**config.mk**
```make
export PLATFORM = sky130hd
export DESIGN_NAME = yuyv_to_rgb_scaled_converter
export DESIGN_NICKNAME = d
export VERILOG_FILES = /design/src/design/yuyv2rgb_pkg.sv /design/src/design/yuyv2rgb_chan_mix.sv /design/src/design/yuyv_to_rgb_scaled_converter.sv
export SDC_FILE = /design/constraint.sdc
export NUM_CORES = 1
export LEC_CHECK = 0
export BUFFER_PORTS_ARGS = -buffer_cell sky130_fd_sc_hd__buf_4
export CAP_MARGIN = 20
export CELL_PAD_IN_SITES_DETAIL_PLACEMENT = 0
export CELL_PAD_IN_SITES_GLOBAL_PLACEMENT = 2
export CORE_ASPECT_RATIO = 0.9
export CORE_MARGIN = 2
export CORE_UTILIZATION = 42
export CTS_CLUSTER_DIAMETER = 40
export CTS_CLUSTER_SIZE = 24
export DETAILED_ROUTE_END_ITERATION = 6
export PLACE_DENSITY = 0.92
export RECOVER_POWER = 100
export SETUP_SLACK_MARGIN = 0.1
export SYNTH_ARGS = -nofsm -noshare
export SYNTH_HDL_FRONTEND = slang
export SYNTH_SLANG_ARGS = --single-unit
```
**constraint.sdc**
```tcl
create_clock -name clk -period 13.4 [get_ports clk]
set_clock_uncertainty 0.05 [all_clocks]
set_input_delay 2.68 -clock clk [delete_from_list [all_inputs] [get_ports clk]]
set_output_delay 2.68 -clock clk [all_outputs]
set_load 0.05 [all_outputs]
```
**src/design/yuyv2rgb_pkg.sv**
```systemverilog
// Package for the YUYV to scaled RGB888 converter: payload structs,
// fixed-point color coefficients and the clamp/scale helpers.
// No dependencies.
`default_nettype none

package yuyv2rgb_pkg;

  // Coefficients, signed, 16 fraction bits
  localparam logic signed [17:0] COEF_RV = 18'sd89831;
  localparam logic signed [17:0] COEF_GV = 18'sd45744;
  localparam logic signed [17:0] COEF_GU = 18'sd22127;
  localparam logic signed [17:0] COEF_BU = 18'sd113538;

  localparam int          FRAC_BITS = 16;
  localparam int          SUM_W     = 27;   // Y<<16 plus largest chroma term, signed
  localparam int          GAIN_W    = 9;
  localparam logic [8:0]  GAIN_RESET = 9'd220;
  localparam logic [7:0]  CHAN_MAX  = 8'd255;

  typedef struct packed {
    logic [7:0] luma_first;
    logic [7:0] chroma_u;
    logic [7:0] luma_second;
    logic [7:0] chroma_v;
    logic       end_of_frame;
  } in_item_t;

  typedef struct packed {
    logic [7:0] red_first;
    logic [7:0] green_first;
    logic [7:0] blue_first;
    logic [7:0] red_second;
    logic [7:0] green_second;
    logic [7:0] blue_second;
    logic       frame_last;
  } out_item_t;

  typedef struct packed {
    logic [7:0] red;
    logic [7:0] green;
    logic [7:0] blue;
  } rgb_t;

  // Truncate toward zero, clamp to 0..255
  function automatic logic [7:0] clamp_channel(input logic signed [SUM_W-1:0] sum);
    logic [7:0] res;
    if (sum[SUM_W-1]) begin
      res = 8'd0;
    end else if (|sum[SUM_W-2:FRAC_BITS+8]) begin
      res = CHAN_MAX;
    end else begin
      res = sum[FRAC_BITS+7:FRAC_BITS];
    end
    return res;
  endfunction

  // (whole * gain) >> 8, saturating at 255
  function automatic logic [7:0] scale_channel(input logic [7:0]        whole,
                                               input logic [GAIN_W-1:0] gain);
    logic [16:0] prod;
    logic [8:0]  quo;
    prod = whole * gain;
    quo  = prod[16:8];
    return quo[8] ? CHAN_MAX : quo[7:0];
  endfunction

endpackage

`default_nettype wire

```
**src/design/yuyv2rgb_chan_mix.sv**
```systemverilog
// One pixel of the color matrix: Y plus chroma terms, truncated and clamped.
// Uses yuyv2rgb_pkg. Purely combinational.
`default_nettype none

module yuyv2rgb_chan_mix (
  input  wire logic [7:0]        luma,
  input  wire logic [7:0]        chroma_u,
  input  wire logic [7:0]        chroma_v,
  output      yuyv2rgb_pkg::rgb_t pix
);
  import yuyv2rgb_pkg::*;

  logic signed [7:0]       du;
  logic signed [7:0]       dv;
  logic signed [25:0]      prod_rv;
  logic signed [25:0]      prod_gv;
  logic signed [25:0]      prod_gu;
  logic signed [25:0]      prod_bu;
  logic signed [SUM_W-1:0] y_fx;
  logic signed [SUM_W-1:0] sum_r;
  logic signed [SUM_W-1:0] sum_g;
  logic signed [SUM_W-1:0] sum_b;

  // x - 128 as 8-bit two's complement is x with the top bit flipped
  assign du = {~chroma_u[7], chroma_u[6:0]};
  assign dv = {~chroma_v[7], chroma_v[6:0]};

  assign prod_rv = COEF_RV * dv;
  assign prod_gv = COEF_GV * dv;
  assign prod_gu = COEF_GU * du;
  assign prod_bu = COEF_BU * du;

  assign y_fx  = $signed({3'b000, luma, 16'h0000});
  assign sum_r = y_fx + SUM_W'(prod_rv);
  assign sum_g = y_fx - SUM_W'(prod_gv) - SUM_W'(prod_gu);
  assign sum_b = y_fx + SUM_W'(prod_bu);

  assign pix.red   = clamp_channel(sum_r);
  assign pix.green = clamp_channel(sum_g);
  assign pix.blue  = clamp_channel(sum_b);

endmodule

`default_nettype wire

```
**src/design/yuyv_to_rgb_scaled_converter.sv**
```systemverilog
// Top level of the YUYV macropixel to scaled RGB888 converter.
// Uses yuyv2rgb_pkg and yuyv2rgb_chan_mix (one instance per pixel).
//
//   channel | ports                          | one transaction
//   --------+--------------------------------+-------------------------------
//   input   | in_valid, in_stall, in_data    | one YUYV macropixel + frame end
//   result  | out_valid, out_stall, out_data | two scaled RGB888 pixels
//   config  | cfg_wr_en, cfg_wr_data         | output_gain write
//
// Two register stages: input capture and scaled result. Color matrix, clamp
// and gain multiply all sit between them in one combinational pass.
// One transaction per cycle sustained while out_stall is low; an accepted item
// passes the capture register, then the result register. Each stage advances
// when it is empty or the stage after it moves, so in_stall rises only when
// both stages are full and out_stall is high. Synchronous active-low reset
// empties the pipe, gain goes to 220.
`default_nettype none

module yuyv_to_rgb_scaled_converter (
  input  wire logic                    clk,
  input  wire logic                    rst_n,
  input  wire logic                    in_valid,
  output      logic                    in_stall,
  input  wire yuyv2rgb_pkg::in_item_t  in_data,
  output      logic                    out_valid,
  input  wire logic                    out_stall,
  output      yuyv2rgb_pkg::out_item_t out_data,
  input  wire logic                    cfg_wr_en,
  input  wire logic [8:0]              cfg_wr_data
);
  import yuyv2rgb_pkg::*;

  logic [GAIN_W-1:0] gain_r;

  // stage 1: captured input
  logic     s1_valid_r;
  in_item_t s1_item_r;
  // stage 2: result register
  logic      s2_valid_r;
  out_item_t s2_item_r;
  out_item_t s2_item_nxt;

  logic s1_ready;
  logic s2_ready;

  rgb_t mix_first;
  rgb_t mix_second;

  assign s2_ready = !s2_valid_r || !out_stall;
  assign s1_ready = !s1_valid_r || s2_ready;

  assign in_stall  = !s1_ready;
  assign out_valid = s2_valid_r;
  assign out_data  = s2_item_r;

  yuyv2rgb_chan_mix u_mix_first (
    .luma     (s1_item_r.luma_first),
    .chroma_u (s1_item_r.chroma_u),
    .chroma_v (s1_item_r.chroma_v),
    .pix      (mix_first)
  );

  yuyv2rgb_chan_mix u_mix_second (
    .luma     (s1_item_r.luma_second),
    .chroma_u (s1_item_r.chroma_u),
    .chroma_v (s1_item_r.chroma_v),
    .pix      (mix_second)
  );

  // gain applied on the way into the result register
  always_comb begin
    s2_item_nxt.red_first    = scale_channel(mix_first.red,    gain_r);
    s2_item_nxt.green_first  = scale_channel(mix_first.green,  gain_r);
    s2_item_nxt.blue_first   = scale_channel(mix_first.blue,   gain_r);
    s2_item_nxt.red_second   = scale_channel(mix_second.red,   gain_r);
    s2_item_nxt.green_second = scale_channel(mix_second.green, gain_r);
    s2_item_nxt.blue_second  = scale_channel(mix_second.blue,  gain_r);
    s2_item_nxt.frame_last   = s1_item_r.end_of_frame;
  end

  // control state
  always_ff @(posedge clk) begin
    if (!rst_n) begin
      gain_r     <= GAIN_RESET;
      s1_valid_r <= 1'b0;
      s2_valid_r <= 1'b0;
    end else begin
      if (cfg_wr_en) begin
        gain_r <= cfg_wr_data;
      end
      if (s1_ready) begin
        s1_valid_r <= in_valid;
      end
      if (s2_ready) begin
        s2_valid_r <= s1_valid_r;
      end
    end
  end

  // payload, no reset
  always_ff @(posedge clk) begin
    if (in_valid && s1_ready) begin
      s1_item_r <= in_data;
    end
    if (s1_valid_r && s2_ready) begin
      s2_item_r <= s2_item_nxt;
    end
  end

  // ---------------------------------------------------------------------
  // Assertions
  // ---------------------------------------------------------------------

  // input backs up only when both stages are full and the output is stalled
  a_stall_full: assert property (@(posedge clk) disable iff (!rst_n)
    in_stall == (s1_valid_r && s2_valid_r && out_stall))
    else $error("in_stall does not match pipeline occupancy");

  // pipe is empty right after reset
  a_reset_empty: assert property (@(posedge clk)
    !rst_n |=> !out_valid && !in_stall)
    else $error("pipeline not empty after reset");

  // with gain at most unity a scaled channel never exceeds its clamped value
  a_gain_bound: assert property (@(posedge clk) disable iff (!rst_n)
    (s1_valid_r && s2_ready && gain_r <= 9'd256)
      |=> (s2_item_r.red_first <= $past(mix_first.red)) &&
          (s2_item_r.blue_second <= $past(mix_second.blue)))
    else $error("scaled channel exceeds clamped value at unity gain or less");

  // frame end mark carried from capture to result
  a_eof_pass: assert property (@(posedge clk) disable iff (!rst_n)
    (s1_valid_r && s2_ready) |=> s2_item_r.frame_last == $past(s1_item_r.end_of_frame))
    else $error("frame end mark lost");

endmodule

`default_nettype wire

```
==> flow_summary.json <==
{
  "critPathMaxStageDelay_ps": 570,
  "h-tree-depth": 3,
  "cts_tree": "built",
  "grt_max_degree": 50,
  "grt_pass1_wl_mm": 116,
  "cts-root-buf": "clkbuf_16",
  "crit_path_start_kind": "flip-flop",
  "ys.flop_type": "edfxtp_1",
  "track_usage_pct": 21.6,
  "syn_inst": 3064,
  "synth_edf_count": 82,
  "drtIter0Drc": 1052,
  "grt_pass1_vias": 22400,
  "slew-limit-headroom_pct": -105,
  "setup_violations": 0,
  "crit_arrival_ps": 12690,
  "min_to": "out_data[0]",
  "portBuffers": 97,
  "die_h_um": 247,
  "synth_nets": 3975,
  "min_path_cells": 0,
  "dp_hpwl_mm": 57.3,
  "final_cell_mix": "638 x inv_1, 478 x ha_1, 385 x fa_1, 258 x nand2_1, 198 x and2_1",
  "worstHoldStart": "s1_item_r[0]",
  "yosysSeqAreaShare_pct": 9.75,
  "max_freq_mhz": 79.5,
  "drc_errors": 0,
  "drt_pre_antenna_iters": 5,
  "synth.top_cells.by_area": "fa_1 28%, ha_1 22%, edfxtp_1 9.0%",
  "fin_crit_ps": 12590,
  "vias": 21000,
  "cts_hold_buf": 0,
  "antenna_found_initial": 0,
  "crit_family": "adder cells",
  "final_common_cell": "inv_1",
  "utilization_pct": 45.8,
  "overflow": 0,
  "reg2reg_from": "s1_item_r[18]",
  "violations": "max-capacitance violations, max-slew violations",
  "cp_max_fo": 32,
  "rr_endpoint": "out_data[15]",
  "required_ps": 13510,
  "cts_buffer_depth": 2,
  "place.gp.congestion": 0.907,
  "hold_violations": 0,
  "setup_tns_ps": 0,
  "slew_viol_final": 84,
  "wl_per_cell_um": 17.4,
  "hold_class": "reg -> reg",
  "yosysWarnings": 0,
  "ios": 98,
  "row_count": 88,
  "min_period_over_period_pct": 93.9,
  "hold_slack_ps": 383,
  "rsz0062_at_grt": "yes",
  "fin_nets": 4051,
  "n_antenna_cell": 0,
  "avgSynthCellArea_um2": 8.98,
  "cp-end-kind": "flip-flop",
  "clkLatencyLatePin_ps": 410,
  "clk_pin_slew_worst_paths_ps": 90,
  "wirelength_mm": 69.5,
  "yosys.area.top_type": "fa_1",
  "die_w_um": 274,
  "final_antenna_net_count": 0,
  "dieArea_um2": 67500,
  "critPathBufInv": 9,
  "status": "finished, violations left",
  "max_cap_violations": 2,
  "cts.sinks": 93,
  "synth_cell_types": 80,
  "netlist_area_um2": 27500,
  "area_growth_pct": 7.19,
  "synthArstFlopShare_pct": 0,
  "cts_made_buffers": 9,
  "crit_type": "reg -> reg",
  "reg2reg_slack_ps": 810,
  "synth_top_cell_area_share_pct": 28.0,
  "drive_gt1_share_pct": 4.26,
  "design.core.area_um2": 64400,
  "r2r_cells": 48,
  "tightest_slew_ps": 3070,
  "vias_per_cell": 5.26,
  "slowest_stage": "or4_1",
  "initial_core_util_pct": 42.7,
  "ys_ff_latch": 93
}
## worst reg2reg max path: cells and delay by family, from the launching register on
kind                     cells  cell delay (ps)
adder cells (fa/ha/maj)     12             5270
flip-flops                   1              510
AND/OR/NAND/NOR              9             2060
XOR/XNOR                     1              170
buffers and inverters        9              860
multiplexers                 1              370
AO/OA/AOI/OAI               16             3060
## how the worst max path moves through the flow
stage | slack (ps) | startpoint | cells after the start | end
after CTS | 240 | s1_item_r[18] | 51 | out_data[15]
after global routing | 20 | s1_item_r[7] | 45 | out_data[36]
after detailed placement | 110 | s1_item_r[18] | 52 | out_data[11]
after global placement | 490 | s1_item_r[18] | 53 | out_data[15]
final | 810 | s1_item_r[18] | 48 | out_data[15]
after floorplan | 1100 | s1_item_r[24] | 50 | out_data[15]
## synthesized netlist by cell type (9+ instances only)
cell type	n
inv_1	639
ha_1	479
fa_1	385
nand2_1	258
and2_1	200
a21oi_1	129
nor2_1	84
xnor2_1	84
edfxtp_1	82
and3_1	72
clkbuf_1	59
o21a_1	57
o21ai_0	57
a21o_1	56
nor3_1	52
nand3_1	42
xor2_1	35
nor2b_1	31
nand2b_1	30
o21bai_1	24
mux2i_1	15
or3_1	14
o211ai_1	13
o31ai_1	12
dfxtp_1	11
a31oi_1	9
## sequential cells by signal, summed over array words and instances (netlist names)
name / cells
s1_valid_r: 1
gain_r: 9
out_data: 49
out_valid: 1
s1_item_r: 33
## kinds of logic after synthesis
family                   after synthesis  synth area share [%]
XOR/XNOR                             119                  3.79
AND/OR/NAND/NOR                      820                  15.3
multiplexers                          17                 0.628
flip-flops                            93                  9.75
buffers and inverters                703                  9.61
AO/OA/AOI/OAI                        448                  11.1
adder cells (fa/ha/maj)              864                  49.8
## routing by layer
metal,track usage [%],wire length [µm],up-vias
met5,0,0,-
met4,4.10,861,0
met3,1.86,2270,41
met2,36.1,33000,347
met1,30.5,33400,10500
li1,-,-,10100
## cell type report
type	instances	area (µm²)
tap	855	1070
sequential	93	2680
multi-input combinational	2268	22300
fill	6282	34900
clock buffer	9	225
clock inverter	6	71.3
inverter	641	2410
timing repair buffer	127	713
## through the flow
step | worst slack [ps] | cell area, µm² | cells
after floorplan | 1100 | 27500 | 3064
after global placement | 486 | 29300 | 3978
after detailed placement | 109 | 29300 | 3978
after CTS | 239 | 29600 | 3993
after global routing | 15.6 | 29500 | 3999
final | 815 | 29500 | 3999
## repair_timing
| action | CTS | global route |
|---|---|---|
| gates resized for setup | 1 | 33 |
| buffers inserted | 0 | 6 |
| pin swaps | 0 | 1 |
| endpoints found under the setup margin | 6 | 38 |
Power is left out: the tool's default activity adds up to more than one toggle a clock period on the data nets, which glitch-free logic cannot reach.
